### config.mk
export PLATFORM = sky130hd
export DESIGN_NAME = four_lane_crc32c_hash_top
export DESIGN_NICKNAME = d
export VERILOG_FILES = /design/src/sv/flch_pkg.sv /design/src/sv/flch_datapath.sv /design/src/sv/flch_ctrl.sv /design/src/sv/four_lane_crc32c_hash_top.sv
export VERILOG_INCLUDE_DIRS = /design/src /design/src/sv
export SDC_FILE = /design/constraint.sdc
export NUM_CORES = 2
export LEC_CHECK = 0
export BUFFER_PORTS_ARGS = -buffer_cell sky130_fd_sc_hd__buf_2
export CORE_ASPECT_RATIO = 1.25
export CORE_MARGIN = 3
export CORE_UTILIZATION = 55
export CTS_CLUSTER_DIAMETER = 80
export DETAILED_ROUTE_END_ITERATION = 6
export PLACE_DENSITY = 0.72
export SLEW_MARGIN = 20
export SYNTH_ARGS = -nofsm -noshare
export SYNTH_HDL_FRONTEND = slang
export SYNTH_HIERARCHICAL = 1
export SYNTH_SLANG_ARGS = --single-unit
### constraint.sdc
create_clock -name clk -period 33.3 [get_ports clk]
set_clock_uncertainty 0.2 [all_clocks]
set_input_delay 1.665 -clock clk [delete_from_list [all_inputs] [get_ports clk]]
set_output_delay 1.665 -clock clk [all_outputs]
set_load 0.05 [all_outputs]
### src/sv/four_lane_crc32c_hash_top_defines.svh
// Assertion macros shared by the hash block.
`ifndef FOUR_LANE_CRC32C_HASH_TOP_DEFINES_SVH
`define FOUR_LANE_CRC32C_HASH_TOP_DEFINES_SVH
`ifndef SYNTHESIS
`define FLCH_ASSERT_IMPL(lbl, clk, rstn, ante, cons) \
	lbl: assert property (@(posedge clk) disable iff (!rstn) (ante) |-> (cons)) \
		else $error("flch assertion failed");
`define FLCH_ASSERT_NEXT(lbl, clk, rstn, ante, cons) \
	lbl: assert property (@(posedge clk) disable iff (!rstn) (ante) |=> (cons)) \
		else $error("flch assertion failed");
`else
`define FLCH_ASSERT_IMPL(lbl, clk, rstn, ante, cons)
`define FLCH_ASSERT_NEXT(lbl, clk, rstn, ante, cons)
`endif
`endif

### src/sv/flch_pkg.sv
package flch_pkg;

	localparam int unsigned MAX_MESSAGE_BYTES = 65536;
	localparam int unsigned CFG_W = 17;
	localparam int unsigned LEN_W = $clog2(MAX_MESSAGE_BYTES + 1);
	localparam int unsigned WIDE_W = CFG_W + LEN_W;
	localparam int unsigned BYTE_CNT_W = 4;
	localparam int unsigned WORD_BYTES = 8;
	localparam int unsigned BLOCK_BYTES = 32;
	localparam logic [CFG_W-1:0] MESSAGE_BYTES_RESET = CFG_W'(4096);

	localparam logic [31:0] CRC32C_POLY = 32'h82F63B78;
	localparam logic [63:0] FMIX_K1 = 64'hff51afd7ed558ccd;
	localparam logic [63:0] FMIX_K2 = 64'hc4ceb9fe1a85ec53;
	localparam int unsigned FMIX_SHIFT = 33;
	localparam int unsigned HALF_SHIFT = 32;

	typedef enum logic [2:0] {
		FM_NONE,
		FM_LOAD_Y,
		FM_LOAD_X,
		FM_MUL_LL,
		FM_MUL_HL,
		FM_MUL_LH,
		FM_XSHIFT
	} fm_op_t;

	typedef struct packed {
		logic       capture;
		logic       load_seed;
		logic       crc_step;
		logic [1:0] lane;
		fm_op_t     fm_op;
		logic       ksel;
		logic       push;
	} dp_cmd_t;

	typedef struct packed {
		logic out_busy;
	} dp_status_t;

	function automatic logic [31:0] crc_byte(input logic [31:0] crc, input logic [7:0] b);
		logic [31:0] c;
		c = crc ^ {24'b0, b};
		for (int k = 0; k < 8; k++) begin
			c = (c >> 1) ^ (CRC32C_POLY & {32{c[0]}});
		end
		return c;
	endfunction

endpackage

### src/sv/flch_datapath.sv
module flch_datapath
	import flch_pkg::*;
(
	input  logic        clk,
	input  logic        arst_n,
	input  dp_cmd_t     cmd,
	input  logic [63:0] data_word,
	input  logic [63:0] seed,
	output dp_status_t  status,
	output logic [63:0] hash,
	output logic        hash_valid,
	input  logic        hash_ready
);

	logic [63:0] word_q;
	logic [31:0] lanes_q [4];
	logic [63:0] f_q;
	logic [63:0] pacc_q;
	logic [63:0] hash_q;
	logic        hash_valid_q;

	logic [63:0] y_val;
	logic [63:0] x_val;
	logic [63:0] k_val;
	logic [31:0] mul_a;
	logic [31:0] mul_b;
	logic [63:0] prod;

	always_comb begin
		y_val = {lanes_q[2], lanes_q[3]};
		x_val = {lanes_q[0], lanes_q[1]} ^ f_q;
		k_val = cmd.ksel ? FMIX_K2 : FMIX_K1;
		mul_a = (cmd.fm_op == FM_MUL_HL) ? f_q[63:32] : f_q[31:0];
		mul_b = (cmd.fm_op == FM_MUL_LH) ? k_val[63:32] : k_val[31:0];
		prod = 64'(mul_a) * 64'(mul_b);
	end

	always_ff @(posedge clk) begin
		if (cmd.capture) begin
			word_q <= data_word;
		end else if (cmd.crc_step) begin
			word_q <= word_q >> 8;
		end
		if (cmd.load_seed) begin
			lanes_q[0] <= seed[31:0];
			lanes_q[1] <= seed[63:32];
			lanes_q[2] <= ~seed[31:0];
			lanes_q[3] <= ~seed[63:32];
		end else if (cmd.crc_step) begin
			lanes_q[cmd.lane] <= crc_byte(lanes_q[cmd.lane], word_q[7:0]);
		end
		case (cmd.fm_op)
			FM_LOAD_Y: f_q <= y_val ^ (y_val >> FMIX_SHIFT);
			FM_LOAD_X: f_q <= x_val ^ (x_val >> FMIX_SHIFT);
			FM_MUL_LL: pacc_q <= prod;
			FM_MUL_HL, FM_MUL_LH: pacc_q[63:32] <= pacc_q[63:32] + prod[31:0];
			FM_XSHIFT: f_q <= pacc_q ^ (pacc_q >> FMIX_SHIFT);
			default: ;
		endcase
		if (cmd.push) begin
			hash_q <= f_q;
		end
	end

	always_ff @(posedge clk or negedge arst_n) begin
		if (!arst_n) begin
			hash_valid_q <= 1'b0;
		end else if (cmd.push) begin
			hash_valid_q <= 1'b1;
		end else if (hash_ready) begin
			hash_valid_q <= 1'b0;
		end
	end

	assign hash = hash_q;
	assign hash_valid = hash_valid_q;
	assign status.out_busy = hash_valid_q & ~hash_ready;

endmodule

### src/sv/flch_ctrl.sv
module flch_ctrl
	import flch_pkg::*;
(
	input  logic             clk,
	input  logic             arst_n,
	input  logic             word_valid,
	output logic             word_ready,
	input  logic             cfg_valid,
	input  logic [CFG_W-1:0] cfg_data,
	output logic             cfg_ready,
	input  dp_status_t       status,
	output dp_cmd_t          cmd
);

	typedef enum logic [3:0] {
		ST_IDLE,
		ST_CRC,
		ST_LOAD_Y,
		ST_MUL_LL,
		ST_MUL_HL,
		ST_MUL_LH,
		ST_XSHIFT,
		ST_LOAD_X,
		ST_EMIT
	} state_t;

	state_t                state_q;
	logic [CFG_W-1:0]      msg_bytes_q;
	logic [LEN_W-1:0]      pos_q;
	logic [BYTE_CNT_W-1:0] left_q;
	logic [1:0]            lane_q;
	logic                  last_q;
	logic                  ksel_q;
	logic                  second_q;

	logic                  accept;
	logic [LEN_W-1:0]      len_eff;
	logic [LEN_W-1:0]      block_end;
	logic [LEN_W-1:0]      rem;
	logic [BYTE_CNT_W-1:0] nbytes;
	logic [1:0]            lane;
	logic                  last;
	logic [LEN_W:0]        pos_plus;

	assign word_ready = (state_q == ST_IDLE);
	assign accept = word_valid & word_ready;
	assign cfg_ready = 1'b1;

	always_comb begin
		if (msg_bytes_q == '0) begin
			len_eff = LEN_W'(1);
		end else if (WIDE_W'(msg_bytes_q) > WIDE_W'(MAX_MESSAGE_BYTES)) begin
			len_eff = LEN_W'(MAX_MESSAGE_BYTES);
		end else begin
			len_eff = LEN_W'(msg_bytes_q);
		end
		block_end = len_eff & ~LEN_W'(BLOCK_BYTES - 1);
		rem = len_eff - pos_q;
		pos_plus = (LEN_W + 1)'(pos_q) + (LEN_W + 1)'(WORD_BYTES);
		last = (pos_plus >= (LEN_W + 1)'(len_eff));
		lane = 2'(pos_q >> 3);
		if (pos_q < block_end) begin
			nbytes = BYTE_CNT_W'(WORD_BYTES);
		end else if (pos_q < len_eff) begin
			nbytes = (rem > LEN_W'(WORD_BYTES)) ? BYTE_CNT_W'(WORD_BYTES) : rem[BYTE_CNT_W-1:0];
			lane = 2'd0;
		end else begin
			nbytes = '0;
			lane = 2'd0;
		end
	end

	always_comb begin
		cmd = '0;
		cmd.capture = accept;
		cmd.load_seed = accept && (pos_q == '0);
		cmd.lane = lane_q;
		cmd.ksel = ksel_q;
		cmd.fm_op = FM_NONE;
		case (state_q)
			ST_CRC: cmd.crc_step = 1'b1;
			ST_LOAD_Y: cmd.fm_op = FM_LOAD_Y;
			ST_LOAD_X: cmd.fm_op = FM_LOAD_X;
			ST_MUL_LL: cmd.fm_op = FM_MUL_LL;
			ST_MUL_HL: cmd.fm_op = FM_MUL_HL;
			ST_MUL_LH: cmd.fm_op = FM_MUL_LH;
			ST_XSHIFT: cmd.fm_op = FM_XSHIFT;
			ST_EMIT: cmd.push = ~status.out_busy;
			default: ;
		endcase
	end

	always_ff @(posedge clk or negedge arst_n) begin
		if (!arst_n) begin
			state_q <= ST_IDLE;
			msg_bytes_q <= MESSAGE_BYTES_RESET;
			pos_q <= '0;
			left_q <= '0;
			lane_q <= '0;
			last_q <= 1'b0;
			ksel_q <= 1'b0;
			second_q <= 1'b0;
		end else begin
			if (cfg_valid) begin
				msg_bytes_q <= cfg_data;
			end
			case (state_q)
				ST_IDLE: begin
					if (word_valid) begin
						pos_q <= last ? '0 : pos_plus[LEN_W-1:0];
						left_q <= nbytes;
						lane_q <= lane;
						last_q <= last;
						ksel_q <= 1'b0;
						second_q <= 1'b0;
						if (nbytes != '0) begin
							state_q <= ST_CRC;
						end else if (last) begin
							state_q <= ST_LOAD_Y;
						end
					end
				end
				ST_CRC: begin
					left_q <= left_q - BYTE_CNT_W'(1);
					if (left_q == BYTE_CNT_W'(1)) begin
						state_q <= last_q ? ST_LOAD_Y : ST_IDLE;
					end
				end
				ST_LOAD_Y: state_q <= ST_MUL_LL;
				ST_LOAD_X: state_q <= ST_MUL_LL;
				ST_MUL_LL: state_q <= ST_MUL_HL;
				ST_MUL_HL: state_q <= ST_MUL_LH;
				ST_MUL_LH: state_q <= ST_XSHIFT;
				ST_XSHIFT: begin
					if (!ksel_q) begin
						ksel_q <= 1'b1;
						state_q <= ST_MUL_LL;
					end else if (!second_q) begin
						ksel_q <= 1'b0;
						second_q <= 1'b1;
						state_q <= ST_LOAD_X;
					end else begin
						state_q <= ST_EMIT;
					end
				end
				ST_EMIT: begin
					if (!status.out_busy) begin
						state_q <= ST_IDLE;
					end
				end
				default: state_q <= ST_IDLE;
			endcase
		end
	end

endmodule

### src/sv/four_lane_crc32c_hash_top.sv
// Hashes fixed-length messages given as 64-bit little-endian words: each
// accepted word then runs its bytes through a byte-serial CRC32C unit, one
// byte per cycle, so a word inside a whole 32-byte block runs all 8 bytes, a
// trailing word only its valid bytes, and a word past the configured length
// none. The last word of a message then runs the two 64-bit finalizers, whose
// multiplications share one 32x32 multiplier, each product built from its
// low-low, high-low and low-high partial products. The hash waits in an
// output register, so the next message can start while it is still held.
`include "four_lane_crc32c_hash_top_defines.svh"

module four_lane_crc32c_hash_top
	import flch_pkg::*;
(
	input  logic             clk,
	input  logic             arst_n,
	input  logic             word_valid,
	output logic             word_ready,
	input  logic [63:0]      data_word,
	input  logic [63:0]      seed,
	output logic             hash_valid,
	input  logic             hash_ready,
	output logic [63:0]      hash,
	input  logic             cfg_valid,
	output logic             cfg_ready,
	input  logic [CFG_W-1:0] cfg_data
);

	dp_cmd_t    cmd;
	dp_status_t status;

	flch_ctrl u_ctrl (
		.clk        (clk),
		.arst_n     (arst_n),
		.word_valid (word_valid),
		.word_ready (word_ready),
		.cfg_valid  (cfg_valid),
		.cfg_data   (cfg_data),
		.cfg_ready  (cfg_ready),
		.status     (status),
		.cmd        (cmd)
	);

	flch_datapath u_datapath (
		.clk        (clk),
		.arst_n     (arst_n),
		.cmd        (cmd),
		.data_word  (data_word),
		.seed       (seed),
		.status     (status),
		.hash       (hash),
		.hash_valid (hash_valid),
		.hash_ready (hash_ready)
	);

	`FLCH_ASSERT_NEXT(a_push_shows_hash, clk, arst_n, cmd.push, hash_valid)
	`FLCH_ASSERT_IMPL(a_no_overwrite, clk, arst_n, cmd.push, !(hash_valid && !hash_ready))
	`FLCH_ASSERT_IMPL(a_crc_blocks_input, clk, arst_n, cmd.crc_step, !word_ready)
	`FLCH_ASSERT_IMPL(a_fmix_blocks_input, clk, arst_n, cmd.fm_op != FM_NONE, !word_ready)

endmodule
## Word level (Yosys, flattened, before mapping)

Memory sizes are Yosys's and may differ from the RTL's.
Index checks and enable logic that the tools add are counted.

| operators by class | value |
|---|---|
| add/subtract/negate cells | 4 |
| multiply operators | 1 |
| order comparisons | 5 |
| equality and inequality tests | 20 |
| multiplexer cells | 44 |
| bitwise operators | 19 |
| reductions and logical operators | 19 |

Operators with widths:

| cell | number |
|---|---|
| 31-bit by 32-bit XOR with 32-bit output | 8 |
| 64-bit one-hot mux with 3 select lines | 1 |
| 64-bit by 31-bit XOR with 64-bit output | 3 |
| 64-bit two-way mux | 2 |
| 32-bit two-way mux | 3 |
| 32-bit by 32-bit multiplier with 64-bit output | 1 |
| 32-bit NOT | 2 |
| 32-bit one-hot mux with 2 select lines | 1 |
| 64-bit XOR | 1 |
| 62-bit two-way mux | 1 |
| 17-bit two-way mux | 3 |
| 4-bit two-way mux | 11 |
| 17-bit zero test | 2 |
| 17-bit < comparator | 2 |
| 32-bit adder | 1 |
| 4-bit one-hot mux with 8 select lines | 1 |
| 32-bit OR reduction | 1 |
| 32-bit by 8-bit XOR with 32-bit output | 1 |
| 17-bit by 4-bit adder with 18-bit output (second input constant) | 1 |
| 18-bit by 17-bit greater-or-equal comparator with 1-bit output | 1 |
| 3-bit one-hot mux with 6 select lines | 1 |
| 17-bit greater-than comparator (second input constant) | 1 |
| 17-bit by 4-bit greater-than comparator with 1-bit output (second input constant) | 1 |
| 17-bit subtractor | 1 |
| 26 further kinds | 61 |

| storage, ports and cells | value |
|---|---|
| flip-flop bits (word level) | 304 |
| memory bits (writable) | 128 |
| input bits | 150 |
| output and inout port bits | 67 |
| logic and storage cells | 127 |
| memories | 1 |

Memories:

| memory | words | width | rd ports | clocked after memory_dff | write ports | RTL line | source |
|---|---|---|---|---|---|---|---|
| u_datapath.lanes_q | 4 | 32 | 5 | 0 | 4 | flch_datapath.sv:16 | `logic [31:0] lanes_q [4];` |

## Logic depth before layout (Yosys ltp)

| logic depth | value |
|---|---|
| word-level depth | 12 |
| mapped depth | 48 |
| depth with buffers taken out | 44 |

## Cells and area by module

The synthesis kept the hierarchy.

By module, submodules not included:

| module | instances | cells each | area each (um^2) | sequential area each (um^2) |
|---|---|---|---|---|
| flch_datapath | 1 | 4605 | 49382.4 | 11556.1 |
| flch_ctrl | 1 | 478 | 3915.0 | 1102.3 |

## Worst setup path after synthesis

No wires, ideal clock.

| timing path | value |
|---|---|
| path kind | flip-flop to flip-flop |
| start | register u_ctrl.state_q[2] |
| end | register u_datapath.pacc_q[62] (data pin) |
| setup time | 0.271 ns |
| data arrival time | 10.397 ns |
| required time | 32.829 ns |
| path slack | 22.433 ns |
| stages on the path, launching flop included | 40 |
| buffers on the path | 5 |
| period minus slack after synthesis | 10.867 ns |
| path through | dfrtp_1 clkbuf_1 nand2_1 a21oi_1 clkbuf_1 nand2_1 nor2_1 clkbuf_1 buf_2 mux2i_1 nor2_1 fa_1 inv_1 fa_1 inv_1 fa_1 inv_1 fa_1 [4 not listed] inv_1 fa_1 inv_1 ha_1 clkbuf_1 a21oi_1 o211ai_1 or4_1 and2_1 xor2_1 ha_1 a21oi_1 o21ai_0 a21o_1 a221o_1 a221oi_1 xor2_1 o211ai_1 |

RTL lines:

| item | RTL line | source |
|---|---|---|
| start: declaration | flch_ctrl.sv:27 | `state_t state_q;` |
| start signal: assignment | flch_ctrl.sv:126 | `state_q <= last_q ? ST_LOAD_Y : ST_IDLE;` |
| end signal: assignment | flch_datapath.sv:55 | `FM_MUL_LL: pacc_q <= prod;` |
| end signal: assignment | flch_datapath.sv:56 | `FM_MUL_HL, FM_MUL_LH: pacc_q[63:32] <= pacc_q[63:32] + prod[31:0];` |
| end: declaration | flch_datapath.sv:18 | `logic [63:0] pacc_q;` |

==> summary.txt <==
Synthesis
  – Ys async rst share: 10.5%
  – Largest cells by area after synthesis: fa_1 32%, edfxtp_1 22%, ha_1 8.8%
  – Syn Inst Count: 5,083
  – Synthesized cell area: 53,300 um^2
  – Synth area leader: fa_1
  – Register bit count reported by yosys: 429
  – Share of the synthesized area in the top cell type: 32.4%
  – Ys flop type: edfxtp_1
  – Post-synth EDFFs: 384
  – Synth warn: 6
  – Seq/Total Area, Yosys: 23.8%
  – Synth unique cells: 82
  – Syn avg cell area: 10.5 um^2

Cells and area
  – Layout cells sized above 1: 9.99%
  – Final Net Count: 6,634
  – Ant diodes: 0
  – Commonest non-fill, non-tap cell in the layout: inv_1
  – Most frequent cells in the layout: 1,041 x inv_1, 862 x fa_1, 394 x nand2_1, 384 x edfxtp_1, 373 x ha_1
  – FILL cells: 8,173
  – Area Growth Syn to Fin: 7.77%

GRT
  – Initial antenna violation count: 3
  – First-pass GRT wire length: 263,000 um
  – Tot GR Track Use: 35.7%
  – Vias in the first global route: 40.4k
  – Total global routing overflow: 0
  – Pin count of the biggest net entering global routing: 103

Routing
  – Vias per cell: 5.87
  – Initial DRC count: 3,728
  – DR vias: 38.6k
  – Drt wl/cell: 27.0 um
  – Post-route ant nets: 0
  – Final wirelength: 178,000 um
  – Initial DRT Pass Iterations: 6
  – # DRC: 0

Place
  – RD Place Congestion: 1.04
  – HPWL after detailed placement: 149,000 um
  – Number of port buffers: 215

Floorplan
  – Core box area: 96,000 um^2
  – Die Height: 354 um
  – Die Footprint: 101,000 um^2
  – I/O pin cnt: 217
  – Row cnt: 127
  – Die Wd: 284 um
  – Starting density of the core: 55.5%

Worst setup path
  – Critical path class: reg -> reg
  – Critical Path RT: 33.44 ns
  – CP most frequent cell: inv_1
  – Crit path largest cell delay: 0.82 ns
  – Critical path launch point type: flop
  – R2R Path Start: u_ctrl/state_q[1]$_DFFE_PN0P_
  – CP Max Fanout: 48
  – CP startpoint: u_ctrl/state_q[1]$_DFFE_PN0P_
  – Crit-path slowest cell: nor3_1
  – CP arrival: 13.01 ns
  – Crit end category: flop

Clock network
  – Reg clk slew, reported paths: 0.06 ns
  – Max clock buf depth: 3
  – Clk sinks: 429
  – Max H-tree Level: 2
  – CTS tree: done
  – CTS root buf: clkbuf_16
  – TritonCTS buffer count: 47
  – CTS Hold Bufs: 0
  – Post-CTS sizing: 0
  – Post-CTS setup repair buffer count: 0
  – Clock latency on the worst-skew pair: 0.62 ns

Timing
  – Final Setup Violations: 0
  – Final Hold Vio Count: 0
  – RSZ-0062 raised after global routing: no
  – TNS Setup: 0 ns
  – Crit path time final: 12.87 ns
  – Actual slew at the worst max-slew pin: 1.12 ns
  – Fin crit share: 38.6%
  – Slew Viols, Final: 0
  – Rel. slew slack: 25.3%
  – FMAX: 0.0777 GHz

Min path
  – Hold_sp: u_ctrl/left_q[3]$_DFFE_PN0P_
  – Worst hold path type: reg -> reg

Status
  – Outcome: completed

Run
  – Max Cap Viol: 0
[critical path: cells and delay by family (launching register included)]
| family | cells | cell delay (ns) |
|---|---|---|
| xor gates and xnor gates | 2 | 0.41 |
| DFF | 1 | 0.56 |
| buffers and inverters | 11 | 2.39 |
| and+or+nand+nor | 8 | 2.49 |
| adders and majority gates | 11 | 4.46 |
| AOI/OAI and AO/OA | 7 | 1.95 |
[sequential cells by signal (all words and copies together), names as in the netlist]
register / flops
u_ctrl/last_q: 1
u_ctrl/pos_q: 14
u_ctrl/msg_bytes_q: 17
u_datapath/pacc_q: 64
u_ctrl/ksel_q: 1
u_datapath/lanes_q: 128
u_datapath/hash: 64
u_ctrl/state_q: 4
u_ctrl/left_q: 4
u_ctrl/second_q: 1
u_datapath/f_q: 64
u_datapath/word_q: 64
u_datapath/hash_valid: 1
u_ctrl/lane_q: 2
[cell usage after synthesis, types with 5 or more instances]
library cell	count
mux2_2	88
xor2_2	5
dfrtp_1	44
fa_1	862
nand4_1	30
buf_2	5
xnor2_4	8
and3_1	37
o2111ai_1	7
o31ai_1	7
a31oi_1	24
edfxtp_1	384
o21bai_1	14
ha_1	373
nor4_1	12
mux2i_1	42
nand2b_1	35
a21oi_1	175
nor2b_1	8
and2_1	14
a211oi_1	49
clkbuf_1	141
inv_1	1043
xnor2_1	204
xor2_1	142
nor3_1	31
o211ai_1	12
or2_2	15
or3_1	13
mux4_2	28
nand2_1	395
a21o_1	94
xnor2_2	7
o21ai_1	16
nand3_1	44
o22ai_1	16
nor2_1	352
o21a_1	15
buf_1	8
o21ai_0	199
[kinds of logic (layout without fill, tap and decap cells)]
kind of cell / count (synthesis) / after routing / share of synthesized area [%]
buffers and inverters: 1207 / 1409 / 8.56
XOR/XNOR: 367 / 367 / 6.51
AND/OR/NAND/NOR: 1005 / 1005 / 8.19
AO/OA/AOI/OAI: 675 / 675 / 7.80
flip-flops: 429 / 429 / 23.8
other: 3 / 4 / 0.0211
multiplexers: 162 / 162 / 4.03
adder cells (fa/ha/maj): 1235 / 1235 / 41.1
[worst paths after layout]
check / end / slack, ns / cells after the start
worst max-delay path: u_datapath/pacc_q[62]$_DFFE_PP_ / 20.43 / 39
worst min-delay path: u_ctrl/left_q[3]$_DFFE_PN0P_ / 0.28 / 1
worst max register to register: u_datapath/pacc_q[62]$_DFFE_PP_ / 20.43 / 39
worst min register to register: u_ctrl/left_q[3]$_DFFE_PN0P_ / 0.28 / 1
max in group asynchronous: u_ctrl/ksel_q$_DFFE_PN0P_ / 31.58 / 1
min in group asynchronous: u_ctrl/pos_q[16]$_DFFE_PN0P_ / 0.86 / 1
[layer usage]
layer | global-route usage (%) | routed length (um)
met1 | 45.4 | 65800
met2 | 57.2 | 82600
met3 | 6.54 | 15800
met4 | 21.4 | 13400
met5 | 0 | 41
[metrics by stage]
stage | hold slack, ns | instances | setup slack [ns] | util [%] | instance area [um^2]
2_1_floorplan | 0.233 | 5084 | 22.43 | - | 53300
3_3_place_gp | 0.273 | 6490 | 20.89 | 58.2 | 55900
3_5_place_dp | 0.279 | 6490 | 20.75 | 58.2 | 55900
4_1_cts | 0.287 | 6576 | 20.67 | 59.8 | 57400
5_1_grt | 0.319 | 6576 | 19.83 | 59.8 | 57400
6_report | 0.284 | 6576 | 20.43 | 59.8 | 57400
[cell type report]
class | instances | area (um^2) | area share (%)
Sequential cell | 429 | 12700 | 22.0
Multi-Input combinational cell | 3448 | 36200 | 62.9
Clock inverter | 34 | 349 | 0.608
Clock buffer | 52 | 1190 | 2.08
Tap cell | 1290 | 1610 | 2.81
Timing Repair Buffer | 275 | 1530 | 2.66
Inverter | 1048 | 3930 | 6.85
Power is left out: the tool's default activity adds up to more than one toggle a clock period on the data nets, which glitch-free logic cannot reach.
